**src/design/twr_pkg.sv**
```systemverilog
// ----------------------------------------------------------------------------
// twr_pkg
// shared types and constants for the three-wire register access master
// ----------------------------------------------------------------------------
package twr_pkg;

   localparam int CMD_W   = 2;
   localparam int ADDR_W  = 7;
   localparam int DATA_W  = 16;
   localparam int TICK_W  = 8;
   localparam int SHIFT_W = 24;
   localparam int BITC_W  = 5;

   // request codes
   localparam logic [CMD_W-1:0] CMD_NONE  = 2'd0;
   localparam logic [CMD_W-1:0] CMD_WRITE = 2'd1;
   localparam logic [CMD_W-1:0] CMD_READ  = 2'd2;

   localparam logic [TICK_W-1:0] PHASE_TICKS_RESET = 8'd4;

   // bit counts for address and data fields
   localparam logic [BITC_W-1:0] ADDR_BITS  = 5'd8;
   localparam logic [BITC_W-1:0] DATA_BITS  = 5'd16;
   localparam logic [BITC_W-1:0] TOTAL_BITS = 5'd24;
   localparam logic [BITC_W-1:0] LAST_POS   = 5'd23;

   typedef enum logic [7:0] {
      PH_IDLE  = 8'b0000_0001,
      PH_START = 8'b0000_0010,
      PH_WSET  = 8'b0000_0100,
      PH_WLOW  = 8'b0000_1000,
      PH_WHIGH = 8'b0001_0000,
      PH_RHIGH = 8'b0010_0000,
      PH_RLOW  = 8'b0100_0000,
      PH_STOP  = 8'b1000_0000
   } phase_type;

   typedef struct packed {
      logic [CMD_W-1:0]  command;
      logic [ADDR_W-1:0] reg_address;
      logic [DATA_W-1:0] write_data;
      logic              sda_in;
   } req_payload_type;

   typedef struct packed {
      logic              select_n;
      logic              bus_clock;
      logic              sda_out;
      logic              sda_drive;
      logic              busy_res;
      logic              access_done;
      logic [DATA_W-1:0] read_data;
   } rsp_payload_type;

endpackage

```
**src/design/twr_out_stage.sv**
```systemverilog
// ----------------------------------------------------------------------------
// twr_out_stage
// result register holding one tick's pin levels until taken
// ----------------------------------------------------------------------------
module twr_out_stage import twr_pkg::*; (
   input  logic            clock,
   input  logic            reset,
   input  logic            load,
   input  rsp_payload_type load_data,
   output logic            sink_open,
   output logic            out_valid,
   input  logic            out_ready,
   output rsp_payload_type out_data
);

   logic            valid_ff;
   logic            valid_in;
   rsp_payload_type data_ff;

   assign sink_open = ~valid_ff | out_ready;
   assign valid_in  = load | (valid_ff & ~out_ready);
   assign out_valid = valid_ff;
   assign out_data  = data_ff;

   always_ff @(posedge clock) begin
      if (reset) begin
         valid_ff <= 1'b0;
      end else begin
         valid_ff <= valid_in;
      end
   end

   always_ff @(posedge clock) begin
      if (load) begin
         data_ff <= load_data;
      end
   end

endmodule

```
**config.mk**
```make
export PLATFORM = sky130hd
export DESIGN_NAME = twr_out_stage
export DESIGN_NICKNAME = d
export VERILOG_FILES = /design/src/design/twr_pkg.sv /design/src/design/twr_out_stage.sv
export SDC_FILE = /design/constraint.sdc
export NUM_CORES = 1
export LEC_CHECK = 0
export BUFFER_PORTS_ARGS = -buffer_cell sky130_fd_sc_hd__buf_2
export CAP_MARGIN = 20
export CORE_UTILIZATION = 38
export CTS_BUF_LIST = sky130_fd_sc_hd__clkbuf_8
export DETAILED_ROUTE_END_ITERATION = 8
export GPL_ROUTABILITY_DRIVEN = 0
export PLACE_DENSITY = 0.76
export REMOVE_ABC_BUFFERS = 1
export SLEW_MARGIN = 15
export SYNTH_ARGS = -nofsm -noshare
export SYNTH_HDL_FRONTEND = slang
export SYNTH_SLANG_ARGS = --single-unit
```
**constraint.sdc**
```tcl
create_clock -name clock -period 1.05 [get_ports clock]
set_input_delay 0.21 -clock clock [delete_from_list [all_inputs] [get_ports clock]]
set_output_delay 0.21 -clock clock [all_outputs]
set_load 0.005 [all_outputs]
```
### After elaboration in Yosys (flattened, before gate mapping)

Cells that the tools add are included.

* logic and storage cells: 13
* register bits after elaboration: 23

* bitwise operators: 5

Operators by type and width (count)
* NOT 1 bit: 2
* bitwise OR 1 bit: 2
* bitwise AND 1 bit: 1

### Depth between registers and ports, before layout

Gate-level depths: netlist of run 1.

* depth after elaboration: 3
* depth in mapped cells: 2

### Least setup slack after synthesis of run 1

Ideal clock, no wire load.

* path type: flip-flop to output port
* start point: register valid_ff, in the netlist out_valid
* end point: output sink_open
* setup slack: 0.410 ns
* arrival time: 0.430 ns
* cell stages (with the launch flop): 2
* path through: dfxtp_1 -> nand2b_4

* cells in the longest elaborated chain, start to end: 2

RTL lines
* start, declared: line twr_out_stage.sv:16 `logic valid_ff;`
* start signal, assigned: line twr_out_stage.sv:29 `valid_ff <= valid_in;`
* NOT 1 bit: line twr_out_stage.sv:20 `assign sink_open = ~valid_ff | out_ready;`
* bitwise OR 1 bit: line twr_out_stage.sv:20
* end, declared: line twr_out_stage.sv:10 `output logic sink_open,`

No other way between the ends.

### Final worst setup path of run 1

Same ends and word-level chain as after synthesis.

==> results.cfg, run 1 <==
[sta]
max_freq_mhz = 1012
rsz0062_at_grt = no
skew_ns = 0
relSlewSlack = 0.9179
tightestPinTransition_ns = 0.1231
finalSetupTns_ns = 0
hold_viol_final = 0
period_minus_slack_ns = 0.9884
setup_viol = 0
fin_crit_sh = 0.9413
slew_viol_final = 0

[critical_path]
critPathKind = flip-flop to output pin
cp_top_family = flip-flops
crit_buf_inv = 1
r2r_cells = 2
r2r_setup_slack_ns = 0.47
crit_fanout = 2
cp_slowest_cell = dfxtp_2
worstReg2RegEnd = out_valid$_SDFF_PP0_
worst_setup_path_end_kind = output pin
r2r-start = out_valid$_SDFF_PP0_
required_ns = 0.84
crit_chain = nand2b_4 -> buf_2
cp_num_cells = 2
cp_data_arrival_time_ns = 0.78
critPathLaunchType = flip-flop
cpPeakStageDelay_ns = 0.35

[final_layout]
drive_gt1_frac = 0.7125
antenna_cells = 0
n_fill_cell = 157
final_nets = 107
utilization = 0.6087
stdcell_count = 105
area_growth_pct = 48.67

[power_and_ir_drop]
switching_share = 0.1884
powerDensity_mw_per_mm2 = 1682
p_leak_uw = 0.0004654
power_frac_comb = 0.088
p_seq_frac = 0.622
irDropWorstVdd_mv = 1.179
power_uw = 1768
clockPowerShare = 0.291
switchingPower_uw = 333.2
internal-power_uw = 1435

[grt]
track_usage = 0.1135
grt_antenna_before_repair = 0
grt_pass1_vias = 351
grt_max_degree = 24
overflow = 0
grt_pass1_wl_um = 1497

[yosys]
synth_edf_count = 22
synth_commonest_cells = 22 x edfxtp_1, 1 x a21oi_2, 1 x dfxtp_1, 1 x inv_1, 1 x nand2b_4
ys_seq_area_frac = 0.9628
yosysMostFrequentCell = edfxtp_1
netlist_area_sq_um = 706.9
synth_top_area_frac = 0.9345
yosys_warnings = 0
ys.flop_type = edfxtp_1
synthTopCellsByArea = edfxtp_1 93%, dfxtp_1 2.8%, nand2b_4 1.9%
ys_types = 5
syn_area_per_cell_sq_um = 27.19
async_flop_share = 0
ys_ff_latch = 23
synth_top_area_cell = edfxtp_1
syn_inst = 26

[floorplan]
die_h_um = 45.13
die_x_um = 45.13
die-area_sq_mm = 0.002037
start_util = 0.4094
ios = 50
coreArea_sq_mm = 0.001727
core.rowCount = 15

[min_path]
hp-start = reset
hold_depth = 2
hold_class = primary input to flip-flop
min_to = out_valid$_SDFF_PP0_

[clock_network]
cts.sinks = 23
ctsHoldBuffers = 0
cts_made_buffers = 3
clk_pin_slew_ns = 0.08
clk_latency_ns = 0.25
cts_tree = yes
cts-root-buf = clkbuf_8
h-tree-depth = 1
clock_path_buffers = 2

[placement]
place_inst = 101
port-buffer-count = 49

[route]
vias = 435
initialDrtViolationCount = 7
wl_um = 1180
drcViolationCount = 0
firstDrtPassIters = 4
wl_per_cell_um = 11.24
routed_via_density = 4.143
ant_nets = 0

[job]
maxCapViolCount = 0

[run_status]
status = finished, final reports clean
-- cell usage in the layout, fill, tap and decap left out, drive strengths merged --
| cell | n |
|---|---|
| a21oi | 1 |
| buf | 50 |
| clkbuf | 3 |
| clkinv | 1 |
| dfxtp | 1 |
| edfxtp | 22 |
| inv | 1 |
| nand2b | 1 |
-- cell families after synthesis --
| kind of cell | Yosys count | synth area share |
|---|---|---|
| and+or+nand+nor | 1 | 0.01946 |
| buffers and inverters | 1 | 0.005305 |
| AOI/OAI and AO/OA | 1 | 0.01239 |
| DFF | 23 | 0.9628 |
-- flip-flops by register name (all words and copies together), names as in the netlist --
signal and cells:
out_valid 1, out_data 22
-- stage by stage --
step / instance area, sq um / setup slack (ns) / hold slack, ns
detailed placement: 1003 / 0.2633 / 0.3759
floorplan: 706.9 / 0.4104 / 0.2724
finish: 1051 / 0.06162 / 0.09714
CTS: 1050 / 0.02002 / 0.1003
global placement: 1003 / 0.2701 / 0.3743
global route: 1051 / 0.01799 / 0.08954
-- routing by layer --
| layer | up-vias | track usage | share of wire |
|---|---|---|---|
| met5 | - | 0 | 0 |
| li1 | 209 | - | - |
| met3 | 0 | 0.04800 | 0.063 |
| met2 | 22 | 0.1826 | 0.56 |
| met1 | 204 | 0.1304 | 0.37 |
| met4 | 0 | 0.05455 | 0 |
-- repair_timing --
item	CTS	global route
setup endpoints to repair	0	1
resized for setup	0	1
buffers inserted	0	0
hold endpoints to repair	0	0
-- power groups by stage --
stage | combinational (uW) | clock [uW] | sequential, uW
2_1_floorplan | 7.13 | 0 | 1130
3_3_place_gp | 152 | 0 | 1120
3_5_place_dp | 157 | 0 | 1120
4_1_cts | 157 | 532 | 1100
5_1_grt | 169 | 566 | 1110
6_report | 155 | 514 | 1100
-- area by class of cell --
type | count | area, sq um | share of cell area
sequential | 23 | 681.9 | 0.6488
timing repair buffer | 50 | 265.3 | 0.2524
multi-input combinational | 2 | 22.52 | 0.02143
clock buffer | 3 | 41.29 | 0.03929
tap | 25 | 31.28 | 0.02976
inverter | 1 | 3.754 | 0.003571
clock inverter | 1 | 5.005 | 0.004762
-- how the worst max path moves through the flow --
stage,startpoint,endpoint,slack (ns)
3_5_place_dp,load,out_data[11]$_DFFE_PP_,0.26
6_report,out_valid$_SDFF_PP0_,sink_open,0.06
4_1_cts,out_valid$_SDFF_PP0_,sink_open,0.02
3_3_place_gp,load,out_data[0]$_DFFE_PP_,0.27
5_1_grt,out_data[6]$_DFFE_PP_,out_data[6],0.02
2_1_floorplan,out_valid$_SDFF_PP0_,sink_open,0.41
Power figures use the tool's default switching activity.
==> run 2: changes to the inputs <==
--- a/config.mk
+++ b/config.mk
@@ -7,11 +7,11 @@
 export LEC_CHECK = 0
 export BUFFER_PORTS_ARGS = -buffer_cell sky130_fd_sc_hd__buf_2
 export CAP_MARGIN = 20
-export CORE_UTILIZATION = 38
+export CORE_UTILIZATION = 37
 export CTS_BUF_LIST = sky130_fd_sc_hd__clkbuf_8
 export DETAILED_ROUTE_END_ITERATION = 8
 export GPL_ROUTABILITY_DRIVEN = 0
-export PLACE_DENSITY = 0.76
+export PLACE_DENSITY = 0.77
 export REMOVE_ABC_BUFFERS = 1
 export SLEW_MARGIN = 15
 export SYNTH_ARGS = -nofsm -noshare
==> constraint.sdc (replaced) <==
create_clock -name clock -period 0.9 [get_ports clock]
set_input_delay 0.18 -clock clock [delete_from_list [all_inputs] [get_ports clock]]
set_output_delay 0.18 -clock clock [all_outputs]
set_load 0.005 [all_outputs]
==> run 2 against run 1 <==
  * The flow now finishes with violations (negative setup slack)
  * Cell count is 0.95% higher
  * Core utilization is 0.59 points lower
  * Cell area grew 1.2%
  * Die area is 2.6% higher
  * Via count down 2.3%
  * Global-route usage increased by 0.15 points
  * Combinational power grew 20%
  * Power up 16%
  * Clock-buffer cell count did not move
  * Sequential cell count is the same
  * Critical endpoint is now out_data[13]
  * Largest power group unchanged
==> results.cfg, run 2 (synthesis gave the netlist of run 1 again) <==
[critical_path]
critPathLaunchType = flip-flop
required_ns = 0.72
crit_chain = buf_2
cp_data_arrival_time_ns = 0.77
worst_setup_path_end_kind = output pin
crit_buf_inv = 1
r2r_setup_slack_ns = 0.17
cp_top_family = flip-flops
cp_slowest_cell = edfxtp_1
critPathKind = flip-flop to output pin
cpPeakStageDelay_ns = 0.38
crit_fanout = 1

[sta]
tightestPinTransition_ns = 0.1262
skew_ns = 0
finalSetupTns_ns = -0.4673
setup_viol = 24
slew_viol_final = 0
setup_ws_ns = -0.05087
relSlewSlack = 0.9159
hold_viol_final = 0
fin_crit_sh = 1.057
rsz0062_at_grt = yes
max_freq_mhz = 1052
period_minus_slack_ns = 0.9509

[route]
drcViolationCount = 0
routed_via_density = 4.009
wl_per_cell_um = 11.40
wl_um = 1208
vias = 425
ant_nets = 0
initialDrtViolationCount = 7
firstDrtPassIters = 3

[floorplan]
core.rowCount = 15
die_x_um = 45.71
die_h_um = 45.71
start_util = 0.4007
ios = 50
die-area_sq_mm = 0.002089
coreArea_sq_mm = 0.001764

[power_and_ir_drop]
p_leak_uw = 0.0004744
powerDensity_mw_per_mm2 = 1926
irDropWorstVdd_mv = 1.513

[final_layout]
antenna_cells = 0
mostFrequentLayoutCell = buf_2
area_growth_pct = 50.44
final_nets = 108
stdcell_count = 106
largest_reg_flops = 22
drive_gt1_frac = 0.7037
final_cell_mix = 48 x buf_2, 22 x edfxtp_1, 3 x clkbuf_8, 2 x inv_1

[clock_network]
h-tree-depth = 1
ctsHoldBuffers = 0
cts-root-buf = clkbuf_8
cts.sinks = 23
cts_made_buffers = 3
clock_path_buffers = 2
cts_tree = yes
clk_pin_slew_ns = 0.07
clk_latency_ns = 0.25

[grt]
grt_pass1_vias = 330
track_usage = 0.1150
grt_max_degree = 24
overflow = 0
grt_pass1_wl_um = 1600
grt_antenna_before_repair = 0

[min_path]
hold_class = primary input to flip-flop

[placement]
port-buffer-count = 49
place_inst = 101

[run_status]
status = finished, violations left
violations = negative setup slack

[job]
maxCapViolCount = 0
-- run 2: layout make-up --
cell class / instances / area, sq um
timing repair buffer: 51 / 279.0
multi-input combinational: 2 / 22.52
tap: 25 / 31.28
clock inverter: 1 / 3.754
inverter: 1 / 3.754
clock buffer: 3 / 41.29
fill: 166 / 700.7
sequential: 23 / 681.9
-- run 2: repair_timing --
action | 4_1_cts | 5_1_grt
buffers inserted | 1 | 0
setup endpoints to repair | 24 | 24
resized for setup | 2 | 0
-- run 2: path summary, 6_finish.rpt --
path                           to              startpoint  depth (start not counted)
max                  out_data[13]  out_data[13]$_DFFE_PP_                          1
min          out_valid$_SDFF_PP0_                   reset                          2
max reg2reg  out_valid$_SDFF_PP0_    out_valid$_SDFF_PP0_                          3
min reg2reg  out_valid$_SDFF_PP0_    out_valid$_SDFF_PP0_                          3
-- run 2: per-layer routing --
metal	part of all wire	global-route usage	vias up
met3	0.054	0.03968	0
met4	0	0.03529	0
met5	0	0	-
met2	0.58	0.1829	21
li1	-	-	210
met1	0.37	0.1489	194
-- run 2: power by group --
part,switching (uW),internal [uW]
Clock,277,302
Sequential,19.7,1260
Combinational,77.6,108
-- run 2: stage by stage --
step	worst slack [ns]	utilization	total power (uW)	hold slack (ns)	instance area (sq um)
6_report	-0.05087	0.6028	2049	0.07332	1064
5_1_grt	-0.1008	0.6028	2150	0.06755	1064
2_1_floorplan	0.2904	-	1332	0.2424	706.9
4_1_cts	-0.06215	0.6028	2069	0.07104	1064
3_5_place_dp	0.1435	0.5688	1491	0.3465	1003
3_3_place_gp	0.1502	0.5688	1481	0.3410	1003
==> run 3: changes to the inputs <==
--- a/config.mk
+++ b/config.mk
@@ -5,13 +5,13 @@
 export SDC_FILE = /design/constraint.sdc
 export NUM_CORES = 1
 export LEC_CHECK = 0
-export BUFFER_PORTS_ARGS = -buffer_cell sky130_fd_sc_hd__buf_2
 export CAP_MARGIN = 20
-export CORE_UTILIZATION = 37
+export CORE_UTILIZATION = 38
 export CTS_BUF_LIST = sky130_fd_sc_hd__clkbuf_8
 export DETAILED_ROUTE_END_ITERATION = 8
+export DONT_BUFFER_PORTS = 1
 export GPL_ROUTABILITY_DRIVEN = 0
-export PLACE_DENSITY = 0.77
+export PLACE_DENSITY = 0.55
 export REMOVE_ABC_BUFFERS = 1
 export SLEW_MARGIN = 15
 export SYNTH_ARGS = -nofsm -noshare
==> run 3 against run 2 <==
  * The flow now finishes without violations
  * Fmax is 9.9% higher
  * Core utilization is 14 points lower
  * Clock-buffer cell count stayed put
  * Global-route usage is 1.9 points lower
  * Clock power is 1% lower
  * Cell area is 25% lower
  * Critical path depth stayed put
  * Register-to-register slack better by 0.12 ns
  * First-iteration DRC count is 57% lower
  * Sequential power hardly changed
  * Largest cell class unchanged
  * Largest power group unchanged
==> results.cfg, run 3 (synthesis gave the netlist of run 1 again) <==
[floorplan]
start_util = 0.4094
die_x_um = 45.13
die_h_um = 45.13
ios = 50
coreArea_sq_mm = 0.001727
core.rowCount = 15
die-area_sq_mm = 0.002037

[critical_path]
crit_fanout = 2
cp_slowest_cell = dfxtp_4
critPathLaunchType = flip-flop
cpPeakStageDelay_ns = 0.36
crit_buf_inv = 0
r2r_cells = 2
cp_top_family = flip-flops
cp_data_arrival_time_ns = 0.68
critPathKind = flip-flop to output pin
crit_chain = nand2b_4
worst_setup_path_end_kind = output pin
required_ns = 0.72
cp_num_cells = 1

[sta]
hold_ws_ns = 0.02082
slew_viol_final = 0
skew_ns = 0
period_minus_slack_ns = 0.8650
setup_viol = 0
max_freq_mhz = 1156
hold_viol_final = 0
setup_ws_ns = 0.03505
finalSetupTns_ns = 0
tightestPinTransition_ns = 0.1000
relSlewSlack = 0.9335
rsz0062_at_grt = no
fin_crit_sh = 0.9611

[clock_network]
clock_path_buffers = 2
clk_latency_ns = 0.25
cts_made_buffers = 3
cts-root-buf = clkbuf_8
cts_tree = yes
clk_pin_slew_ns = 0.07
h-tree-depth = 1
cts_setup_buffers = 0
cts.sinks = 23

[route]
vias = 258
ant_nets = 0
wl_um = 945
routed_via_density = 4.607
firstDrtPassIters = 4
initialDrtViolationCount = 3
drcViolationCount = 0
wl_per_cell_um = 16.88

[grt]
track_usage = 0.09564
grt_pass1_vias = 239
grt_antenna_before_repair = 0
grt_pass1_wl_um = 1228
overflow = 0
grt_max_degree = 24

[placement]
dp_slack_ns = 0.2556
port-buffer-count = 0

[final_layout]
utilization = 0.4616
n_fill_cell = 160
multi_input_area_sq_um = 22.52
drive_gt1_frac = 0.1935
final_nets = 58
largest_reg_flops = 22
area_growth_pct = 12.74
seq_area_sq_um = 684.4
final_cell_mix = 22 x edfxtp_1, 3 x clkbuf_8, 2 x inv_1
mostFrequentLayoutCell = edfxtp_1
antenna_cells = 0

[power_and_ir_drop]
powerDensity_mw_per_mm2 = 2376
irDropWorstVdd_mv = 1.106
p_leak_uw = 0.0002697

[min_path]
hold_class = primary input to flip-flop
hold_depth = 0

[run_status]
status = finished, final reports clean

[job]
maxCapViolCount = 0
run 3: changes by cell type in the layout (fill, tap and decap cells not counted), sizes merged:
cell         before  now
dlygate4sd3       0    1
buf              51    0
run 3: final cells by class:
class,count,share of cell area
timing repair buffer,1,0.01256
sequential,23,0.8587
multi-input combinational,2,0.02826
tap,25,0.03925
clock inverter,1,0.004710
inverter,1,0.004710
clock buffer,3,0.05181
run 3: metrics by stage:
step | instances | power [uW] | cell area [sq um]
after floorplan | 26 | 1332 | 706.9
after global placement | 51 | 1345 | 738.2
after detailed placement | 51 | 1346 | 738.2
after CTS | 56 | 1921 | 794.5
after global routing | 56 | 1976 | 797.0
final | 56 | 1894 | 797.0
run 3: worst paths after layout:
| check | slack [ns] | from | to |
|---|---|---|---|
| setup / recovery | 0.04 | out_valid$_SDFF_PP0_ | sink_open |
| hold / removal | 0.02 | load_data[15] | out_data[15]$_DFFE_PP_ |
| setup reg to reg | 0.29 | out_valid$_SDFF_PP0_ | out_valid$_SDFF_PP0_ |
| hold reg to reg | 0.51 | out_valid$_SDFF_PP0_ | out_valid$_SDFF_PP0_ |
run 3: timing repair:
item,4_1_cts,5_1_grt
hold endpoints to repair,1,0
hold buffers,1,0
resized for setup,1,1
setup endpoints to repair,1,1
run 3: layer usage:
metal / track usage / up-vias / wire [um]
met5: 0 / - / 0
met4: 0.07273 / 0 / 0
met3: 0.04800 / 0 / 77
met2: 0.1594 / 23 / 570
met1: 0.08777 / 125 / 297
li1: - / 110 / -
run 3: power by group:
| part | switching, uW | internal, uW |
|---|---|---|
| clock network | 270 | 303 |
| logic | 4.33 | 8.40 |
| registers | 41.4 | 1270 |
| total | 315 | 1580 |
