File: config.mk
export PLATFORM = sky130hd
export DESIGN_NAME = twr_in_stage
export DESIGN_NICKNAME = d
export VERILOG_FILES = /design/src/design/twr_pkg.sv /design/src/design/twr_in_stage.sv
export SDC_FILE = /design/constraint.sdc
export NUM_CORES = 1
export LEC_CHECK = 0
export BUFFER_PORTS_ARGS = -buffer_cell sky130_fd_sc_hd__buf_2
export CAP_MARGIN = 20
export CORE_MARGIN = 2
export CORE_UTILIZATION = 39
export DETAILED_ROUTE_END_ITERATION = 12
export GPL_TIMING_DRIVEN = 0
export PLACE_DENSITY_LB_ADDON = 0.05
export SLEW_MARGIN = 20
export SYNTH_ARGS = -nofsm -noshare
export SYNTH_HDL_FRONTEND = slang
export SYNTH_SLANG_ARGS = --single-unit
File: constraint.sdc
create_clock -name clock -period 1.2 [get_ports clock]
set_clock_uncertainty 0.1 [all_clocks]
set_input_delay 0.12 -clock clock [delete_from_list [all_inputs] [get_ports clock]]
set_output_delay 0.12 -clock clock [all_outputs]
set_load 0.1 [all_outputs]
File: src/design/twr_pkg.sv
// ----------------------------------------------------------------------------
// twr_pkg
// shared types and constants for the three-wire register access master
// ----------------------------------------------------------------------------
package twr_pkg;

   localparam int CMD_W   = 2;
   localparam int ADDR_W  = 7;
   localparam int DATA_W  = 16;
   localparam int TICK_W  = 8;
   localparam int SHIFT_W = 24;
   localparam int BITC_W  = 5;

   // request codes
   localparam logic [CMD_W-1:0] CMD_NONE  = 2'd0;
   localparam logic [CMD_W-1:0] CMD_WRITE = 2'd1;
   localparam logic [CMD_W-1:0] CMD_READ  = 2'd2;

   localparam logic [TICK_W-1:0] PHASE_TICKS_RESET = 8'd4;

   // bit counts for address and data fields
   localparam logic [BITC_W-1:0] ADDR_BITS  = 5'd8;
   localparam logic [BITC_W-1:0] DATA_BITS  = 5'd16;
   localparam logic [BITC_W-1:0] TOTAL_BITS = 5'd24;
   localparam logic [BITC_W-1:0] LAST_POS   = 5'd23;

   typedef enum logic [7:0] {
      PH_IDLE  = 8'b0000_0001,
      PH_START = 8'b0000_0010,
      PH_WSET  = 8'b0000_0100,
      PH_WLOW  = 8'b0000_1000,
      PH_WHIGH = 8'b0001_0000,
      PH_RHIGH = 8'b0010_0000,
      PH_RLOW  = 8'b0100_0000,
      PH_STOP  = 8'b1000_0000
   } phase_type;

   typedef struct packed {
      logic [CMD_W-1:0]  command;
      logic [ADDR_W-1:0] reg_address;
      logic [DATA_W-1:0] write_data;
      logic              sda_in;
   } req_payload_type;

   typedef struct packed {
      logic              select_n;
      logic              bus_clock;
      logic              sda_out;
      logic              sda_drive;
      logic              busy_res;
      logic              access_done;
      logic [DATA_W-1:0] read_data;
   } rsp_payload_type;

endpackage

File: src/design/twr_in_stage.sv
// ----------------------------------------------------------------------------
// twr_in_stage
// input register for incoming ticks, issues the step strobe
// ----------------------------------------------------------------------------
module twr_in_stage import twr_pkg::*; (
   input  logic            clock,
   input  logic            reset,
   input  logic            in_valid,
   output logic            in_ready,
   input  req_payload_type in_data,
   input  logic            sink_open,
   output logic            step,
   output req_payload_type item
);

   logic            valid_ff;
   logic            valid_in;
   req_payload_type data_ff;

   assign step     = valid_ff & sink_open;
   assign in_ready = ~valid_ff | step;
   assign valid_in = (in_valid & in_ready) | (valid_ff & ~step);
   assign item     = data_ff;

   always_ff @(posedge clock) begin
      if (reset) begin
         valid_ff <= 1'b0;
      end else begin
         valid_ff <= valid_in;
      end
   end

   always_ff @(posedge clock) begin
      if (in_valid & in_ready) begin
         data_ff <= in_data;
      end
   end

endmodule

* Yosys cells after proc, flatten, opt, wreduce, memory -nomap -nowiden
Index checks and enable logic that the tools add are counted.
Cells by class: bitwise operators 7
Operators with widths (count):
- 1-bit AND | 3
- 1-bit inverter | 2
- 1-bit OR | 2
Word-level totals: word-level logic and storage cells 12, output and inout bits 28, register bits after elaboration 27

* Depth between registers and ports, before layout
Gate-level depths: netlist of run 1.
word-level depth 4, gate-level depth with buffers 2, mapped depth without buffers 2

* Worst setup path after synthesis of run 1
Ideal clock, no wire load.
path type register to register, from register valid_ff, to register data_ff (netlist bit item[0]), enable pin, arrival 947 ps, period minus slack after synthesis 1377 ps, path slack -177 ps, path buffers 0, cell stages (with the launch flop) 3, setup time 330 ps, cells stage by stage dfxtp_1 -> nand2b_4 -> and2_4
Between the ends: cells in the longest elaborated chain, start to end 3
Ends and longest elaborated chain:
- start, declared | line twr_in_stage.sv:16 | logic valid_ff;
- start signal, assigned | line twr_in_stage.sv:29 | valid_ff <= valid_in;
- 1-bit AND or 1-bit inverter (tied branches) | line twr_in_stage.sv:20, twr_in_stage.sv:21
- 1-bit OR (*) | line twr_in_stage.sv:21 | assign in_ready = ~valid_ff | step;
- via in_ready | line twr_in_stage.sv:9 | output logic in_ready,
- 1-bit AND (*) | line twr_in_stage.sv:34 | if (in_valid & in_ready) begin
- end signal, assigned | line twr_in_stage.sv:35 | data_ff <= in_data;
- end, declared | line twr_in_stage.sv:18 | req_payload_type data_ff;
Mark *: on every way through the listed nets, which the timed path passes. The rest lies on a longest branch. A chain may end at the register's enable or synchronous reset.

* Final worst setup path of run 1
from register valid_ff, to output port step
Between the ends: cells in the longest elaborated chain, start to end 1
Ends and longest elaborated chain:
- 1-bit AND | line twr_in_stage.sv:20 | assign step = valid_ff & sink_open;
- end, declared | line twr_in_stage.sv:12 | output logic step,
Every way passes these cells.

==> flow_summary_export.csv, run 1 <==
group,metric,value,unit
final_layout,multiInputGateArea,48.8,sq um
drt,via_per_inst,4.12,
critical_path,critPathCaptureType,"output port",
logic_synthesis,synth_area_leaders,"edfxtp_1, dfxtp_1, nand2b_4, a21oi_2, and2_4",
die,dieHeight,50.5,microns
critical_path,cp.arrival,1.01,ns
drt,postRouteAntennaNets,0,
clock_tree,root_buffer,"clkbuf_4",
drt,vias,614,
clock_tree,insertion_delay,0.31,ns
timing,period_share,1.03,
logic_synthesis,syn_area,843,sq um
critical_path,r2r_slack,0.10,ns
logic_synthesis,synth_top_cell_area_share,0.926,
power,leakage,0.711,nW
die,initial_core_util,0.421,
placement,pre_cts_slack,0.00602,ns
timing,worst_pin_slew,0.281,ns
logic_synthesis,syn_inst,32,
critical_path,critical-path-top-delay-family,"flip-flops",
critical_path,ff2ff_path_depth,2,
critical_path,path_cells,"and2_4 -> buf_12",
final_layout,num_antenna_cells,0,
die,die-width,50.5,microns
die,rows,16,
logic_synthesis,synth_xor_area_frac,0,
power,p_int,1.43,mW
worst_hold_path,hold_start,"sink_open",
logic_synthesis,yosysUniqueCellTypes,7,
clock_tree,cts_made_buffers,3,
status,violations,"setup timing",
grt,grt_pass1_vias,613,
placement,place_congestion,0.651,
timing,setup_slack,-0.0316,ns
die,io_pins,58,
logic_synthesis,synth_top_family_by_area,"simple AND/OR/NAND/NOR gates",
critical_path,r2r_end,"item[1]",
grt,grt_pass1_wl,2810,microns
final_layout,area_delta_synth_final,97.6,%
timing,max_freq,812,MHz
timing,rsz0062_at_grt,"true",
grt,grt_antenna_before_repair,0,
logic_synthesis,synthMuxAreaShare,0,
power,power_density,1290,nW/um^2
logic_synthesis,yosys.area.top_type,"edfxtp_1",
final_layout,fin_area,1670,sq um
grt,overflow,0,
power,p_sw,0.728,mW
die,core,2000,sq um
power,p_sw_frac,0.338,
logic_synthesis,synth-compound-area-share,0.0104,
timing,whs,0.0291,ns
logic_synthesis,synth_adder_area_share,0,
logic_synthesis,ys_ff_latch,27,
logic_synthesis,syn-num-nets,62,
timing,finalSetupViolations,1,
critical_path,r2r-start,"valid_ff",
critical_path,critPathKind,"reg2out",
drt,routedWlPerCell,12.5,microns
logic_synthesis,yosysWarningCount,0,
status,run_status,"finished with violations",
final_layout,nNetsFinal,153,
timing,fin_crit,1.23,ns
critical_path,startpoint_type,"register",
placement,dp_hpwl,1020,microns
timing,slew_violations,0,
final_layout,fill_cells,105,
final_layout,drive_gt1_frac,0.549,
power,clock_power_share,0.170,
timing,hold_violations,0,
logic_synthesis,synth-simple-area-share,0.0356,
power,power_frac_seq,0.521,
run,maxCapViolations,0,
critical_path,critPathRequiredTime,0.98,ns
clock_tree,clkTransAtPathRegs,0.13,ns
logic_synthesis,ys_seq_area_frac,0.950,
drt,dr.first_iter.drc_count,1,
grt,grt_start_max_net_pins,16,
clock_tree,cts_tree,"done",
clock_tree,htree_levels,1,
drt,totalWireLength,1860,microns
power,ir_drop,0.836,mV
clock_tree,clockBufferDepth,2,
worst_hold_path,hold_class,"in2reg",
drt,drc,0,
worst_hold_path,hold_path_end,"valid_ff",
drt,drt-pass1-iter-count,3,
clock_tree,clock-sinks,27,
grt,gr-usage-all-layers,0.155,
critical_path,max_stage_delay,0.38,ns
critical_path,slowest_stage,"dfxtp_2",
power,p_comb_frac,0.309,
critical_path,path_max_fanout,2,
worst_hold_path,min_path_cells,3,
placement,numPortBuffers,57,
placement,dpl_cell_area,1160,sq um
die,die_area,2550,sq um
timing,maxSlewHeadroom,0.814,
final_layout,register_area,802,sq um
logic_synthesis,synth.avg_cell_area,26.4,sq um
critical_path,critPathBufInv,1,
final_layout,fin_util,0.833,
power,fin_total_pwr,2.16,mW
## what timing repair did
action                                  CTS  global route
setup buffers                             0             0
resized for setup                        35            25
pin swaps                                 1             0
endpoints found under the setup margin   54            39
gates cloned                              1             0
hold buffers                             28             0
hold endpoints to repair                 27             0
## routing by layer
layer  global-route usage  part of all wire
met2                0.314              0.60
met3               0.0387             0.058
met5                    0                 0
met1                0.154              0.34
met4               0.0405                 0
## final cells by class
cell class | instances | area share
inverters | 1 | 0.00225
clock buffers | 3 | 0.0135
repair buffers | 85 | 0.450
multi-input cells | 5 | 0.0293
flip-flops and latches | 27 | 0.481
clock inverters | 1 | 0.00300
well taps | 27 | 0.0203
## registers in the layout, summed over array words and instances (netlist names)
signal,count
item,26
valid_ff,1
## power groups by stage
stage          registers [mW]  logic, mW  clock network [mW]
2_1_floorplan            1.50     0.0500                   0
3_3_place_gp             1.13      0.517                   0
3_5_place_dp             1.13      0.519                   0
4_1_cts                  1.11      0.635               0.380
5_1_grt                  1.13      0.686               0.426
6_report                 1.12      0.667               0.367
## cell families (layout without fill, tap and decap cells)
family                 after synthesis  in the layout
and+or+nand+nor                      3              4
DFF                                 27             27
buffers and inverters                1             90
AOI/OAI and AO/OA                    1              1
## cells in the final DEF (no fill, tap or decap), drive strengths merged
master       synthesis  routed
edfxtp              26      26
dlygate4sd3          0      28
dfxtp                1       1
clkbuf               0       3
a21oi                1       1
nand2b               1       1
and2                 2       3
clkinv               0       1
buf                  0      57
inv                  1       1
## Yosys cell counts
master	number
edfxtp_1	26
a21oi_2	1
and2_2	1
and2_4	1
dfxtp_1	1
inv_1	1
nand2b_4	1
## worst max path at each step
stage              from  slack (ns)  depth (start not counted)  endpoint
2_1_floorplan  valid_ff       -0.17                          2   item[0]
3_3_place_gp   valid_ff        0.02                          2  item[20]
3_5_place_dp   valid_ff       0.006                          2   item[4]
4_1_cts        valid_ff       -0.04                          2      step
5_1_grt        valid_ff       -0.09                          2      step
6_report       valid_ff       -0.03                          2      step
## worst reg2reg max path: cells and delay by family (launching register included)
kind | cells | cell delay [ns]
AND/OR/NAND/NOR | 2 | 0.36
flip-flops | 1 | 0.36
## through the flow
step                      cells  setup TNS, ns
after floorplan              32          -4.43
after global placement      116              0
after detailed placement    116              0
after CTS                   149        -0.0441
after global routing        149         -0.151
final                       149        -0.0316
Note: power is estimated with default switching activity, not from simulation.
==> run 2, diff against run 1 <==
--- a/config.mk
+++ b/config.mk
@@ -7,6 +7,7 @@
 export LEC_CHECK = 0
 export BUFFER_PORTS_ARGS = -buffer_cell sky130_fd_sc_hd__buf_2
 export CAP_MARGIN = 20
+export CORE_ASPECT_RATIO = 0.8
 export CORE_MARGIN = 2
 export CORE_UTILIZATION = 39
 export DETAILED_ROUTE_END_ITERATION = 12
==> run 2 against run 1 <==
The flow still finishes with violations (setup timing); largest cell class unchanged; count of clock-buffer cells in the layout rose by 1; cell count decreased by 0.67%; combinational power about the same; critical endpoint unchanged; critical path depth is the same; non-clock buffer count grew 1; worst hold slack improved by 0.095 ns; via count is 1.5% higher; largest power group unchanged; utilization fell by 4.0 points; wire length down 4.0%; cell area is the same.
==> flow_summary_export.csv, run 2 (same netlist as run 1, synthesis figures left out) <==
group,metric,value,unit
status,run_status,"finished with violations",
status,violations,"setup timing",
placement,numPortBuffers,57,
timing,worst_pin_slew,0.283,ns
die,die-width,56.0,microns
grt,grtUsageMet1,0.137,
grt,overflow,0,
timing,fin_crit,1.22,ns
timing,whs,0.124,ns
final_layout,final_common_cell,"buf_2",
clock_tree,cts_made_buffers,3,
clock_tree,insertion_delay,0.31,ns
grt,busiest_layer,"met2",
final_layout,mostFrequentLayoutCells,"buf_2, dlygate4sd3_1, edfxtp_1, buf_6, buf_4",
die,io_pins,58,
grt,grt_pass1_vias,597,
timing,rsz0062_at_grt,"true",
die,initial_core_util,0.401,
critical_path,max_stage_delay,0.38,ns
drt,drc,0,
timing,slew_violations,0,
clock_tree,clockBufferDepth,2,
power,leakage,0.711,nW
timing,hold_violations,0,
drt,dr.first_iter.drc_count,8,
run,maxCapViolations,0,
critical_path,critPathRequiredTime,0.98,ns
critical_path,critical-path-top-delay-family,"flip-flops",
power,power_density,1290,nW/um^2
clock_tree,root_buffer,"clkbuf_4",
grt,gr-usage-all-layers,0.140,
worst_hold_path,hold_class,"in2reg",
clock_tree,cts_tree,"done",
clock_tree,clkTransAtPathRegs,0.13,ns
die,rows,15,
drt,totalWireLength,1790,microns
final_layout,num_antenna_cells,0,
drt,drt-pass1-iter-count,4,
timing,max_freq,817,MHz
critical_path,path_cells,"and2_4 -> buf_12",
critical_path,startpoint_type,"register",
final_layout,nNetsFinal,154,
timing,setup_tns,-0.0233,ns
placement,place_congestion,0.578,
die,dieHeight,45.6,microns
grt,grtUsageMet2,0.275,
final_layout,fin_util,0.793,
grt,grt_pass1_wl,2600,microns
critical_path,critPathBufInv,1,
clock_tree,clock-sinks,27,
critical_path,critPathKind,"reg2out",
grt,grt_antenna_before_repair,0,
power,fin_total_pwr,2.16,mW
critical_path,cp.arrival,1.00,ns
timing,maxSlewHeadroom,0.813,
final_layout,drive_gt1_frac,0.545,
drt,routedWlPerCell,12.1,microns
drt,postRouteAntennaNets,0,
power,ir_drop,1.01,mV
die,die_area,2550,sq um
critical_path,path_max_fanout,2,
critical_path,slowest_stage,"dfxtp_2",
clock_tree,htree_levels,1,
drt,via_per_inst,4.21,
grt,grt_start_max_net_pins,15,
timing,period_share,1.02,
final_layout,largest_reg_flops,26,
final_layout,fill_cells,133,
timing,finalSetupViolations,1,
grt,use_met3,0.0852,
drt,vias,623,
timing,setup_slack,-0.0233,ns
critical_path,critPathCaptureType,"output port",
die,core,2100,sq um
final_layout,area_delta_synth_final,97.6,%
==> run 2: cell type report <==
| cell class | count | area, sq um | share of cell area |
|---|---|---|---|
| well taps | 25 | 31.3 | 0.0188 |
| multi-input cells | 5 | 48.8 | 0.0293 |
| inverters | 1 | 3.75 | 0.00225 |
| flip-flops and latches | 27 | 802 | 0.481 |
| repair buffers | 86 | 754 | 0.453 |
| clock buffers | 4 | 26.3 | 0.0158 |
==> run 2: metrics by stage <==
step                setup WS [ns]  std cells  area (sq um)
finish                    -0.0233        148          1670
global route              -0.0611        148          1670
CTS                       -0.0308        147          1570
detailed placement        0.00624        114          1160
global placement           0.0168        114          1160
floorplan                  -0.171         32           845
==> run 2: worst reg2reg max path, delay by kind of cell (launching register included) <==
kind          cells  cell delay (ns)
flops             1             0.36
simple gates      2             0.36
==> run 2: what timing repair did <==
item / in CTS / in global routing
setup endpoints to repair: 54 / 24
cloned: 1 / 0
gates resized for setup: 35 / 24
endpoints found under the hold margin: 27 / 0
hold buffers: 28 / 0
pin swaps: 1 / 0
setup buffers: 0 / 1
==> run 2: layer usage <==
metal | wire length, microns | share of wire
met1 | 629 | 0.35
met2 | 978 | 0.55
met3 | 181 | 0.10
met4 | 0 | 0
met5 | 0 | 0
==> run 2: report_power, final <==
group / total, mW / switching, mW / internal, mW
Sequential: 1.12 / 0.0235 / 1.10
Combinational: 0.668 / 0.461 / 0.207
Clock: 0.367 / 0.238 / 0.130
==> run 2: path summary, 6_finish.rpt <==
kind / cells after the start / endpoint / slack (ns) / start
max: 2 / step / -0.02 / valid_ff
min: 4 / valid_ff / 0.12 / sink_open
max reg2reg: 2 / item[11] / 0.10 / valid_ff
min reg2reg: 3 / valid_ff / 0.53 / valid_ff
==> run 3, diff against run 2 <==
--- a/config.mk
+++ b/config.mk
@@ -13,6 +13,8 @@
 export DETAILED_ROUTE_END_ITERATION = 12
 export GPL_TIMING_DRIVEN = 0
 export PLACE_DENSITY_LB_ADDON = 0.05
+export RECOVER_POWER = 50
+export REMOVE_ABC_BUFFERS = 1
 export SLEW_MARGIN = 20
 export SYNTH_ARGS = -nofsm -noshare
 export SYNTH_HDL_FRONTEND = slang
==> run 3 against run 2 <==
The flow still finishes with violations (setup timing); first-iteration DRC count decreased by 63%; largest cell class unchanged; utilization is 0.89 points higher; largest power group unchanged; non-clock buffer count stayed put.
==> flow_summary_export.csv, run 3 (same netlist as run 1, synthesis figures left out) <==
group,metric,value,unit
status,run_status,"finished with violations",
status,violations,"setup timing",
timing,setup_slack,-0.0251,ns
final_layout,fin_util,0.802,
placement,numPortBuffers,57,
drt,vias,617,
clock_tree,clockBufferDepth,2,
die,die_area,2550,sq um
clock_tree,insertion_delay,0.32,ns
grt,grt_pass1_wl,2670,microns
critical_path,critPathCaptureType,"output port",
power,power_density,1290,nW/um^2
die,rows,15,
timing,worst_pin_slew,0.205,ns
placement,place_congestion,0.575,
critical_path,cp.arrival,1.01,ns
die,io_pins,58,
grt,grt_pass1_vias,587,
timing,whs,0.105,ns
final_layout,area_delta_synth_final,99.9,%
die,initial_core_util,0.401,
critical_path,critPathRequiredTime,0.98,ns
clock_tree,htree_levels,1,
critical_path,startpoint_type,"register",
clock_tree,cts_made_buffers,3,
drt,postRouteAntennaNets,0,
final_layout,drive_gt1_frac,0.545,
critical_path,path_max_fanout,2,
power,ir_drop,0.976,mV
timing,period_share,1.02,
timing,maxSlewHeadroom,0.864,
final_layout,final_common_cell,"buf_2",
drt,routedWlPerCell,12.7,microns
timing,slew_violations,0,
worst_hold_path,hold_class,"in2reg",
run,maxCapViolations,0,
final_layout,mostFrequentLayoutCells,"buf_2, dlygate4sd3_1, edfxtp_1, buf_6",
power,fin_total_pwr,2.18,mW
die,core,2100,sq um
drt,totalWireLength,1870,microns
grt,gr-usage-all-layers,0.146,
final_layout,num_antenna_cells,0,
clock_tree,cts_tree,"done",
clock_tree,root_buffer,"clkbuf_4",
final_layout,largest_reg_flops,26,
grt,overflow,0,
drt,dr.first_iter.drc_count,3,
final_layout,nNetsFinal,154,
drt,via_per_inst,4.17,
critical_path,critPathKind,"reg2out",
timing,fin_crit,1.23,ns
drt,drt-pass1-iter-count,3,
die,die-width,56.0,microns
critical_path,max_stage_delay,0.37,ns
grt,grt_antenna_before_repair,0,
critical_path,path_cells,"and2_4 -> buf_12",
clock_tree,clkTransAtPathRegs,0.14,ns
timing,hold_violations,0,
timing,finalSetupViolations,1,
timing,rsz0062_at_grt,"true",
drt,drc,0,
power,leakage,0.717,nW
timing,max_freq,816,MHz
die,dieHeight,45.6,microns
critical_path,slowest_stage,"dfxtp_2",
grt,grt_start_max_net_pins,15,
clock_tree,clock-sinks,27,
[run 3: changes by cell type in the layout (fill, tap and decap cells not counted)]
cell,before,now
buf_4,5,1
buf_6,21,24
buf_8,1,2
[run 3: final timing paths]
path,endpoint,from,slack (ns),depth (start not counted)
hold / removal,valid_ff,sink_open,0.11,4
setup reg to reg,item[2],valid_ff,0.10,2
setup / recovery,step,valid_ff,-0.03,2
hold reg to reg,valid_ff,valid_ff,0.52,3
[run 3: per-stage QoR]
stage                     setup TNS (ns)  cell area (sq um)  cells  setup slack (ns)
after CTS                        -0.0484               1590    147           -0.0484
after global routing              -0.167               1690    148           -0.0814
after detailed placement        -0.00176               1160    114         -0.000427
after global placement                 0               1160    114           0.00701
after floorplan                    -4.60                843     32            -0.177
final                            -0.0251               1690    148           -0.0251
[run 3: power by group]
group	switching (mW)	internal [mW]
Clock	0.251	0.130
Combinational	0.462	0.213
Sequential	0.0254	1.10
Total	0.738	1.44
[run 3: repair_timing]
action / 4_1_cts / 5_1_grt
endpoints found under the hold margin: 27 / 0
gates resized for setup: 41 / 24
pin swaps: 1 / 0
endpoints found under the setup margin: 54 / 28
hold buffers: 28 / 0
cloned: 1 / 0
setup buffers: 0 / 1
[run 3: layout make-up]
class	instances	area [sq um]
inverter	1	3.75
multi-input combinational	5	48.8
timing repair buffer	86	773
sequential	27	802
fill	127	417
clock buffer	4	26.3
tap	25	31.3
[run 3: routing by layer]
metal | vias to the layer above | global-route usage | wire length, microns
met5 | - | 0 | 0
li1 | 305 | - | -
met2 | 30 | 0.254 | 1040
met3 | 0 | 0.0369 | 138
met1 | 282 | 0.180 | 700
met4 | 0 | 0.0571 | 0
[run 3: critical path: cells and delay by family (launching register included)]
| family | cells | cell delay (ns) |
|---|---|---|
| buf+inv | 1 | 0.16 |
| flops | 1 | 0.37 |
| simple gates | 1 | 0.15 |
