$ cat src/design/twr_pkg.sv
// ----------------------------------------------------------------------------
// twr_pkg
// shared types and constants for the three-wire register access master
// ----------------------------------------------------------------------------
package twr_pkg;

   localparam int CMD_W   = 2;
   localparam int ADDR_W  = 7;
   localparam int DATA_W  = 16;
   localparam int TICK_W  = 8;
   localparam int SHIFT_W = 24;
   localparam int BITC_W  = 5;

   // request codes
   localparam logic [CMD_W-1:0] CMD_NONE  = 2'd0;
   localparam logic [CMD_W-1:0] CMD_WRITE = 2'd1;
   localparam logic [CMD_W-1:0] CMD_READ  = 2'd2;

   localparam logic [TICK_W-1:0] PHASE_TICKS_RESET = 8'd4;

   // bit counts for address and data fields
   localparam logic [BITC_W-1:0] ADDR_BITS  = 5'd8;
   localparam logic [BITC_W-1:0] DATA_BITS  = 5'd16;
   localparam logic [BITC_W-1:0] TOTAL_BITS = 5'd24;
   localparam logic [BITC_W-1:0] LAST_POS   = 5'd23;

   typedef enum logic [7:0] {
      PH_IDLE  = 8'b0000_0001,
      PH_START = 8'b0000_0010,
      PH_WSET  = 8'b0000_0100,
      PH_WLOW  = 8'b0000_1000,
      PH_WHIGH = 8'b0001_0000,
      PH_RHIGH = 8'b0010_0000,
      PH_RLOW  = 8'b0100_0000,
      PH_STOP  = 8'b1000_0000
   } phase_type;

   typedef struct packed {
      logic [CMD_W-1:0]  command;
      logic [ADDR_W-1:0] reg_address;
      logic [DATA_W-1:0] write_data;
      logic              sda_in;
   } req_payload_type;

   typedef struct packed {
      logic              select_n;
      logic              bus_clock;
      logic              sda_out;
      logic              sda_drive;
      logic              busy_res;
      logic              access_done;
      logic [DATA_W-1:0] read_data;
   } rsp_payload_type;

endpackage

$ cat src/design/twr_seq.sv
// ----------------------------------------------------------------------------
// twr_seq
// bus phase sequencer: state update and pin levels for one tick
// ----------------------------------------------------------------------------
module twr_seq import twr_pkg::*; (
   input  logic              clock,
   input  logic              reset,
   input  logic              step,
   input  req_payload_type   item,
   input  logic [TICK_W-1:0] phase_ticks,
   output rsp_payload_type   result
);

   phase_type            phase_ff, phase_in;
   logic [BITC_W-1:0]    bit_count_ff, bit_count_in;
   logic [SHIFT_W-1:0]   out_shift_ff, out_shift_in;
   logic [DATA_W-1:0]    in_shift_ff, in_shift_in;
   logic [TICK_W-1:0]    tick_count_ff, tick_count_in;
   logic                 is_read_ff, is_read_in;

   logic [TICK_W-1:0]    plen;
   logic [TICK_W:0]      cnt;
   logic [BITC_W-1:0]    bc_inc;
   logic [BITC_W-1:0]    bit_pos;
   logic                 write_bit;
   logic                 done;
   logic [DATA_W-1:0]    rdata;

   assign plen   = (phase_ticks == '0) ? 8'd1 : phase_ticks;
   assign cnt    = {1'b0, tick_count_ff} + 9'd1;
   assign bc_inc = bit_count_ff + 5'd1;

   // next state
   always_comb begin
      phase_in      = phase_ff;
      bit_count_in  = bit_count_ff;
      out_shift_in  = out_shift_ff;
      in_shift_in   = in_shift_ff;
      tick_count_in = tick_count_ff;
      is_read_in    = is_read_ff;
      done          = 1'b0;
      rdata         = '0;
      case (phase_ff)
         PH_IDLE: begin
            if (item.command == CMD_WRITE || item.command == CMD_READ) begin
               is_read_in    = (item.command == CMD_READ);
               out_shift_in  = {is_read_in, item.reg_address,
                                (is_read_in ? 16'd0 : item.write_data)};
               in_shift_in   = '0;
               bit_count_in  = '0;
               tick_count_in = '0;
               phase_in      = PH_START;
            end
         end
         default: begin
            if (cnt < {1'b0, plen}) begin
               tick_count_in = cnt[TICK_W-1:0];
            end else begin
               tick_count_in = '0;
               case (phase_ff)
                  PH_START: phase_in = PH_WSET;
                  PH_WSET:  phase_in = PH_WLOW;
                  PH_WLOW:  phase_in = PH_WHIGH;
                  PH_WHIGH: begin
                     if (is_read_ff && bc_inc >= ADDR_BITS) begin
                        bit_count_in = '0;
                        phase_in     = PH_RHIGH;
                     end else if (bc_inc >= TOTAL_BITS) begin
                        bit_count_in = bc_inc;
                        phase_in     = PH_STOP;
                     end else begin
                        bit_count_in = bc_inc;
                        phase_in     = PH_WSET;
                     end
                  end
                  PH_RHIGH: phase_in = PH_RLOW;
                  PH_RLOW: begin
                     in_shift_in  = {in_shift_ff[DATA_W-2:0], item.sda_in};
                     bit_count_in = bc_inc;
                     phase_in     = (bc_inc >= DATA_BITS) ? PH_STOP : PH_RHIGH;
                  end
                  PH_STOP: begin
                     done         = 1'b1;
                     rdata        = is_read_ff ? in_shift_ff : '0;
                     phase_in     = PH_IDLE;
                     bit_count_in = '0;
                  end
                  default: phase_in = PH_IDLE;
               endcase
            end
         end
      endcase
   end

   // pin levels after this tick's update
   assign bit_pos   = LAST_POS - bit_count_in;
   assign write_bit = (bit_count_in < TOTAL_BITS) ? out_shift_in[bit_pos] : 1'b1;

   always_comb begin
      result             = '0;
      result.select_n    = 1'b1;
      result.bus_clock   = 1'b1;
      result.sda_out     = 1'b1;
      result.sda_drive   = 1'b1;
      result.busy_res    = (phase_in != PH_IDLE);
      result.access_done = done;
      result.read_data   = rdata;
      case (phase_in)
         PH_WSET, PH_WHIGH: begin
            result.select_n = 1'b0;
            result.sda_out  = write_bit;
         end
         PH_WLOW: begin
            result.select_n  = 1'b0;
            result.bus_clock = 1'b0;
            result.sda_out   = write_bit;
         end
         PH_RHIGH: begin
            result.select_n  = 1'b0;
            result.sda_drive = 1'b0;
            result.sda_out   = out_shift_in[DATA_W];
         end
         PH_RLOW: begin
            result.select_n  = 1'b0;
            result.bus_clock = 1'b0;
            result.sda_drive = 1'b0;
            result.sda_out   = out_shift_in[DATA_W];
         end
         PH_STOP: begin
            result.bus_clock = ~is_read_in;
            result.sda_out   = is_read_in ? out_shift_in[DATA_W] : out_shift_in[0];
         end
         default: begin
         end
      endcase
   end

   always_ff @(posedge clock) begin
      if (reset) begin
         phase_ff      <= PH_IDLE;
         bit_count_ff  <= '0;
         out_shift_ff  <= '0;
         in_shift_ff   <= '0;
         tick_count_ff <= '0;
         is_read_ff    <= 1'b0;
      end else if (step) begin
         phase_ff      <= phase_in;
         bit_count_ff  <= bit_count_in;
         out_shift_ff  <= out_shift_in;
         in_shift_ff   <= in_shift_in;
         tick_count_ff <= tick_count_in;
         is_read_ff    <= is_read_in;
      end
   end

endmodule

$ cat config.mk
export PLATFORM = sky130hd
export DESIGN_NAME = twr_seq
export DESIGN_NICKNAME = d
export VERILOG_FILES = /design/src/design/twr_pkg.sv /design/src/design/twr_seq.sv
export SDC_FILE = /design/constraint.sdc
export NUM_CORES = 1
export LEC_CHECK = 0
export BUFFER_PORTS_ARGS = -buffer_cell sky130_fd_sc_hd__buf_2
export CAP_MARGIN = 20
export CORE_ASPECT_RATIO = 0.8
export CORE_MARGIN = 4
export CORE_UTILIZATION = 24
export CTS_BUF_LIST = sky130_fd_sc_hd__clkbuf_4 sky130_fd_sc_hd__clkbuf_8 sky130_fd_sc_hd__clkbuf_16
export DETAILED_ROUTE_END_ITERATION = 6
export GPL_TIMING_DRIVEN = 0
export SLEW_MARGIN = 20
export SYNTH_ARGS = -nofsm -noshare
export SYNTH_HDL_FRONTEND = slang
export SYNTH_SLANG_ARGS = --single-unit
$ cat constraint.sdc
create_clock -name clock -period 4.32 [get_ports clock]
set_input_delay 0.864 -clock clock [delete_from_list [all_inputs] [get_ports clock]]
set_output_delay 0.864 -clock clock [all_outputs]
set_load 0.05 [all_outputs]
# Word-level counts from Yosys, hierarchy flattened
# Cells that the tools add are included.
# word_totals
word_cells	85
output_inout_bits	22
mem_bits_ro	0
inputBits	37
latch_bits	0
mem_count	0
reg_bits	62
ram_bits	0
# op_classes
eq_ne	19
multipliers	0
order_cmp	6
reduce_logical	10
muxes	40
div	0
bitwise	1
add_sub_neg	3
shift	0
# op_table
op	n
16-bit 2-to-1 mux	9
8-bit 2-to-1 mux	10
24-bit 2-to-1 mux	2
8-bit case mux with 6 select lines	1
5-bit 2-to-1 mux	4
8-bit by 3-bit equality test with 1-bit output (second input constant)	2
8-bit by 4-bit equality test with 1-bit output (second input constant)	2
8-bit by 5-bit equality test with 1-bit output (second input constant)	2
8-bit by 6-bit equality test with 1-bit output (second input constant)	2
8-bit by 7-bit equality test with 1-bit output (second input constant)	2
8-bit equality test (second input constant)	2
5-bit case mux with 3 select lines	1
5-bit greater-or-equal comparator (second input constant)	2
1-bit 2-to-1 mux	10
8-bit by 1-bit adder with 9-bit output (second input constant)	1
9-bit by 8-bit < comparator with 1-bit output	1
8-bit by 1-bit equality test with 1-bit output (second input constant)	1
8-bit by 2-bit equality test with 1-bit output (second input constant)	1
8-bit zero test	1
8-bit by 1-bit inequality test with 1-bit output (second input constant)	1
5-bit by 6-bit < comparator with 1-bit output (second input constant)	1
5-bit by 1-bit adder with 5-bit output (second input constant)	1
1-bit binary-select mux with 5-bit select	1
5-bit by 4-bit greater-or-equal comparator with 1-bit output (second input constant)	1
17 further kinds	18

# Logic depth before layout (Yosys ltp)
# Gate-level depths: netlist (run 1).
# depth
word_depth	12
depth_mapped	17
mapped_depth_nobuf	15

# Worst setup path before layout (run 1)
# No wires, ideal clock.
# synth_timing
path_kind	flip-flop to output port
start	register tick_count_ff[0]
end	output result[19] (netlist name)
arrival_time_ns	3.810
n_path_buf	0
setup_slack_ns	-0.354
path_stages_with_launch	15
required_time_ns	3.456
path_cell_list	dfxtp_1 ha_1 nand2_1 nor2_1 xor2_1 ha_1 and3_1 o311ai_0 nor2_1 a32o_1 or2_0 a311o_1 nor2_1 nand4_1 o211ai_1
# synth_lines
element	line	text
from (decl)	twr_seq.sv:18	logic [TICK_W-1:0] tick_count_ff, tick_count_in;
from (signal assigned)	twr_seq.sv:151	tick_count_ff <= tick_count_in;
to (decl)	twr_seq.sv:11	output rsp_payload_type result

==> results of run 1 <==
[kinds of logic (layout without fill, tap and decap cells)]
group,count (synthesis),in the layout
AO/OA/AOI/OAI,133,134
XOR/XNOR,14,14
adder cells (fa/ha/maj),12,12
buffers and inverters,49,163
flip-flops,62,62
multiplexers,8,8
AND/OR/NAND/NOR,249,249
[worst max-delay path: stages (launching register included)]
cell,delay [ns]
dfxtp_2,0.32
buf_6,0.13
nand4_4,0.08
nor2_2,0.12
xor2_1,0.16
buf_4,0.15
ha_4,0.21
a21oi_4,0.14
nand2_4,0.11
o311ai_4,0.31
nor2_4,0.12
a32o_2,0.30
or2_0,0.23
a311o_1,0.36
or4_1,0.52
o211ai_1,0.13
buf_4,0.24
[area by class of cell]
class                   count  area [sq um]
fillers                  1743         10700
multi-input cells         417          3040
clock buffers              12           254
well taps                 220           275
flip-flops and latches     62          1260
repair buffers             98           711
clock inverters             4          22.5
plain buffers              37           191
inverters                  12          72.6
[layout by cell type (no fill, tap or decap), types with 9 or more instances in the layout]
cell type / n
nand2_1: 69
a21oi_1: 58
dfxtp_1: 54
buf_2: 46
nor2_1: 42
buf_4: 42
nand3_1: 30
clkbuf_1: 21
buf_6: 19
nand3b_1: 17
and2_1: 14
o21ai_0: 12
clkbuf_16: 9
[report_power, final]
group / internal, mW / switching, mW / leakage (nW)
clock network: 0.413 / 0.259 / 0.139
registers: 0.587 / 0.0135 / 0.507
logic: 0.118 / 0.200 / 1.58
[state kept, by name (all words and copies together) (netlist names)]
signal         cells
out_shift_ff      24
in_shift_ff       16
phase_ff           8
tick_count_ff      8
bit_count_ff       5
is_read_ff         1
[layer usage]
metal  share of wire  vias up  routed length [microns]
li1                -     2114                        -
met1            0.45     2011                     5930
met2            0.46      152                     6090
met3           0.068       25                      896
met4           0.017        0                      225
met5               0        -                        0
[stage by stage]
step	total power [mW]	setup TNS [ns]	hold WS, ns	cell area [sq um]	cells
global placement	0.885	-5.32	0.443	4840	803
global route	1.65	-1.27	0.474	5830	862
CTS	1.57	-0.723	0.455	5380	835
detailed placement	0.886	-6.27	0.444	4840	803
floorplan	0.801	-0.102	0.427	4290	527
finish	1.59	-0.668	0.452	5830	862
[final timing paths]
path | to | slack [ns]
setup / recovery | result[19] | -0.53
hold reg to reg | out_shift_ff[17] | 0.45
setup reg to reg | in_shift_ff[15] | 0.82
hold / removal | out_shift_ff[17] | 0.45
[what timing repair did]
action                     CTS  global route
setup buffers               16            24
cloned                       0             3
setup endpoints to repair   21            15
pin swaps                   21            30
gates resized for setup     36            65
==> impl_metrics.py, run 1 <==
metrics = {
    "clock_tree": {
        "root_buffer": "clkbuf_16",
        "insertion_delay_ns": 0.33,
        "cts_tree": "built",
        "cts_buffers": 9,
        "clockBufferDepth": 2,
        "cts_hold_buf": 0,
        "cts_sinks": 62,
        "h-tree-depth": 3,
        "path_clk_slew_ns": 0.05,
    },
    "critical_path": {
        "critPathKind": "reg -> out",
        "start_kind": "flop",
        "worstPathRequired_ns": 3.46,
        "cp_max_fo": 6,
        "reg2reg_from": "tick_count_ff[1]",
        "crit_start": "tick_count_ff[3]",
        "worst_setup_path_end_kind": "primary output",
        "worst-r2r-cell-count": 15,
        "cp.arrival_ns": 3.99,
    },
    "grt": {
        "grt_pass1_vias": 3974,
        "grt_use_met3": 0.0351,
        "antenna_found_initial": 0,
        "grt_max_degree": 11,
        "grt_first_pass_wirelength_microns": 20100,
        "met2_usage": 0.205,
        "busiest_layer": "met2",
        "track_usage": 0.130,
        "grtUsageMet1": 0.175,
        "grt-ovfl-total": 0,
    },
    "synth": {
        "synth.area.mux_share": 0.0233,
        "synth_area_per_cell_sq_um": 7.66,
        "ys_types": 70,
        "ys_async_sr_fraction": 0,
        "syn_inst": 527,
        "synth.area.top_cells": "dfxtp_1 31%, a21oi_1 7.7%, nand2_1 6.7%",
        "synth-simple-area-share": 0.326,
        "yosysTopAreaCell": "dfxtp_1",
        "synth_seq_cells": 62,
        "synth_warnings": 0,
        "synth_top_family_by_area": "simple AND/OR/NAND/NOR gates",
        "synth_compound_gate_area_share": 0.221,
        "syn_nets": 575,
        "yosys_most_used_dff": "dfxtp_1",
        "synth_xor_xnor_area_share": 0.0304,
        "synth_edf_count": 0,
        "synth_most_common_cell": "nand2_1",
        "ys_top_cells_by_count": "72 x nand2_1, 62 x a21oi_1, 62 x dfxtp_1, 49 x nor2_1, 35 x nand3_1",
        "synth_area_sq_mm": 0.00404,
        "synth-seq-area-share": 0.308,
        "synthAdderAreaFrac": 0.0366,
        "synth_top_area_share": 0.308,
    },
    "timing": {
        "fin_crit_ns": 4.85,
        "hold_violations": 0,
        "rsz0062_at_grt": "true",
        "setup_viol": 3,
        "skew_ns": 0.00719,
        "fmax_mhz": 206,
        "post-route-period-util": 1.12,
        "drv_slew": 0,
        "max_slew.worst_pin.slew_ns": 0.842,
        "slew_headroom": 0.437,
        "setup_ws_ns": -0.534,
    },
    "detailed_routing": {
        "drc": 0,
        "ant_nets": 0,
        "viasPerCell": 4.99,
        "vias": 4302,
        "wl_microns": 13100,
        "wire_per_inst_microns": 15.2,
        "first_pass_iters": 7,
        "drt_iter0_markers": 290,
    },
    "power": {
        "power.density_mw_per_mm2": 273,
        "ir_drop_v": 0.000153,
        "leakage_nw": 2.23,
    },
    "place": {
        "gp_congestion": 0.849,
        "dp_slack_ns": -0.579,
        "hpwl_microns": 8960,
        "port_buffers": 56,
    },
    "floorplan": {
        "die_area_sq_mm": 0.0190,
        "initial_core_util": 0.245,
        "core_sq_mm": 0.0165,
        "die_height_microns": 124,
        "io_pins": 59,
        "die_x_microns": 153,
        "num_rows": 42,
    },
    "min_path": {
        "worstHoldPathType": "reg -> reg",
        "whs_path_depth": 2,
        "hp-start": "out_shift_ff[17]",
    },
    "status": {
        "status": "complete, but fails checks",
        "failed_checks": "setup timing",
    },
    "layout": {
        "fin_util": 0.353,
        "antenna_cells": 0,
        "syn2layout_area_growth_pct": 44.5,
        "drive_gt1_frac": 0.336,
        "finish.net_count": 685,
    },
    "job": {
        "cap_violations": 0,
    },
}
No activity file was read; power rests on OpenSTA's default activity.
==> run 2: changes to the inputs <==
BUFFER_PORTS_ARGS = unset   (was -buffer_cell sky130_fd_sc_hd__buf_2)
CORE_ASPECT_RATIO = 1.2   (was 0.8)
DONT_BUFFER_PORTS = 1   (was unset)
==> run 2 against run 1 <==
  * The flow still finishes with violations (setup timing)
  * Worst hold slack got worse by 0.0027 ns
  * Critical path type unchanged
  * Routed wire length decreased by 4.2%
  * Power increased by 3.9%
  * Combinational power decreased by 12%
  * Global-route usage increased by 0.069 points
  * Count of clock-buffer cells in the layout increased by 1
  * Sequential share of layout area increased by 1.6 points
==> impl_metrics.py, run 2 (synthesis results as in run 1) <==
metrics = {
    "critical_path": {
        "cp_max_fo": 7,
        "start_kind": "flop",
        "cp.arrival_ns": 4.19,
        "critPathKind": "reg -> out",
        "worst_setup_path_end_kind": "primary output",
        "worstPathRequired_ns": 3.46,
    },
    "detailed_routing": {
        "drc": 0,
        "vias": 3964,
        "drt_iter0_markers": 220,
        "viasPerCell": 5.02,
        "first_pass_iters": 4,
        "wl_microns": 12600,
        "wire_per_inst_microns": 15.9,
        "ant_nets": 0,
    },
    "layout": {
        "reg_top3": "out_shift_ff x24, in_shift_ff x16",
        "finish.net_count": 621,
        "largest_reg_flops": 24,
        "multiInputGateArea_sq_mm": 0.00304,
        "n_fill_cell": 1697,
        "regMostFlops": "out_shift_ff",
        "layout_common_cells": "69 x nand2_1, 57 x a21oi_1, 54 x dfxtp_1",
        "mostFrequentLayoutCell": "nand2_1",
        "drive_gt1_frac": 0.279,
        "final_area_sq_mm": 0.00543,
        "syn2layout_area_growth_pct": 34.5,
        "final_cells": 790,
        "antenna_cells": 0,
        "seqCellArea_sq_mm": 0.00126,
    },
    "status": {
        "failed_checks": "setup timing",
        "status": "complete, but fails checks",
    },
    "timing": {
        "skew_ns": 0.00681,
        "tns_ns": -1.23,
        "fin_crit_ns": 5.05,
        "slew_headroom": 0.245,
        "rsz0062_at_grt": "true",
        "setup_ws_ns": -0.731,
        "post-route-period-util": 1.17,
        "max_slew.worst_pin.slew_ns": 1.13,
        "setup_viol": 4,
        "drv_slew": 0,
        "fmax_mhz": 198,
        "hold_violations": 0,
    },
    "power": {
        "power.density_mw_per_mm2": 304,
        "leakage_nw": 1.95,
        "p_total_mw": 1.65,
        "ir_drop_v": 0.000191,
    },
    "grt": {
        "track_usage": 0.131,
        "grt_pass1_vias": 3827,
        "grt_first_pass_wirelength_microns": 20000,
        "grt-ovfl-total": 0,
        "antenna_found_initial": 0,
        "grt_max_degree": 11,
    },
    "floorplan": {
        "core_sq_mm": 0.0164,
        "die_x_microns": 126,
        "num_rows": 51,
        "initial_core_util": 0.246,
        "io_pins": 59,
        "die_area_sq_mm": 0.0190,
        "die_height_microns": 150,
    },
    "clock_tree": {
        "root_buffer": "clkbuf_16",
        "cts_tree": "built",
        "cts_hold_buf": 0,
        "clockBufferDepth": 2,
        "insertion_delay_ns": 0.34,
        "path_clk_slew_ns": 0.05,
        "h-tree-depth": 3,
        "cts_buffers": 9,
        "cts_sinks": 62,
    },
    "place": {
        "port_buffers": 0,
        "hpwl_microns": 8980,
        "dpl_cell_area_sq_mm": 0.00455,
        "dp.cells": 739,
        "gp_congestion": 0.887,
    },
    "min_path": {
        "worstHoldPathType": "reg -> reg",
    },
    "job": {
        "cap_violations": 0,
    },
}
-- run 2: changes by cell type in the layout (fill, tap and decap cells not counted), moves of 3 or more --
| cell | delta |
|---|---|
| buf_2 | -40 |
| and2_1 | -13 |
| buf_6 | -12 |
| buf_4 | -9 |
| and2_2 | +7 |
| and2_4 | +6 |
| buf_8 | -3 |
| clkbuf_8 | +3 |
-- run 2: report_power, final --
group / switching (mW) / internal, mW
logic: 0.183 / 0.0968
registers: 0.0133 / 0.587
clock network: 0.266 / 0.507
-- run 2: layout make-up --
class                           count  area share
Inverter                           12      0.0134
Timing Repair Buffer               36      0.0530
Clock buffer                       13      0.0516
Tap cell                          212      0.0489
Clock inverter                      3     0.00737
Multi-Input combinational cell    416       0.559
Buffer                             36      0.0341
Sequential cell                    62       0.232
-- run 2: what timing repair did --
action,CTS,global route
hold endpoints to repair,0,0
endpoints found under the setup margin,21,21
cloned,0,1
pin swaps,25,21
setup buffers,18,17
gates resized for setup,47,34
-- run 2: layer usage --
metal  vias up  GRT usage  wire [microns]
met3        29     0.0353             739
met1      1842      0.155            5150
met5         -          0               0
met4         0     0.0585             369
met2       110      0.222            6330
li1       1983          -               -
-- run 2: critical path, stage by stage (launching register included) --
cell      delay [ns]
dfxtp_4         0.41
nand3_4         0.13
nor2_2          0.11
xor2_1          0.15
buf_4           0.15
ha_4            0.21
a21oi_4         0.14
nand2_4         0.10
o311ai_4        0.34
nor2_4          0.11
a32oi_4         0.25
o211ai_1        0.19
a311o_1         0.43
nor2_1          0.12
nand4_1         0.08
o211ai_1        0.91
-- run 2: path summary, 6_finish.rpt --
kind / from / to / slack, ns / cells past startpoint
setup / recovery: tick_count_ff[2] / result[19] / -0.73 / 15
hold / removal: in_shift_ff[15] / in_shift_ff[15] / 0.45 / 2
setup reg to reg: tick_count_ff[1] / in_shift_ff[13] / 0.91 / 15
hold reg to reg: in_shift_ff[15] / in_shift_ff[15] / 0.45 / 2
-- run 2: through the flow --
stage	worst slack [ns]	utilization	hold slack [ns]
after floorplan	-0.102	-	0.427
after global placement	-0.603	0.278	0.441
after detailed placement	-0.601	0.278	0.444
after CTS	-0.761	0.313	0.452
after global routing	-0.891	0.331	0.472
final	-0.731	0.331	0.449
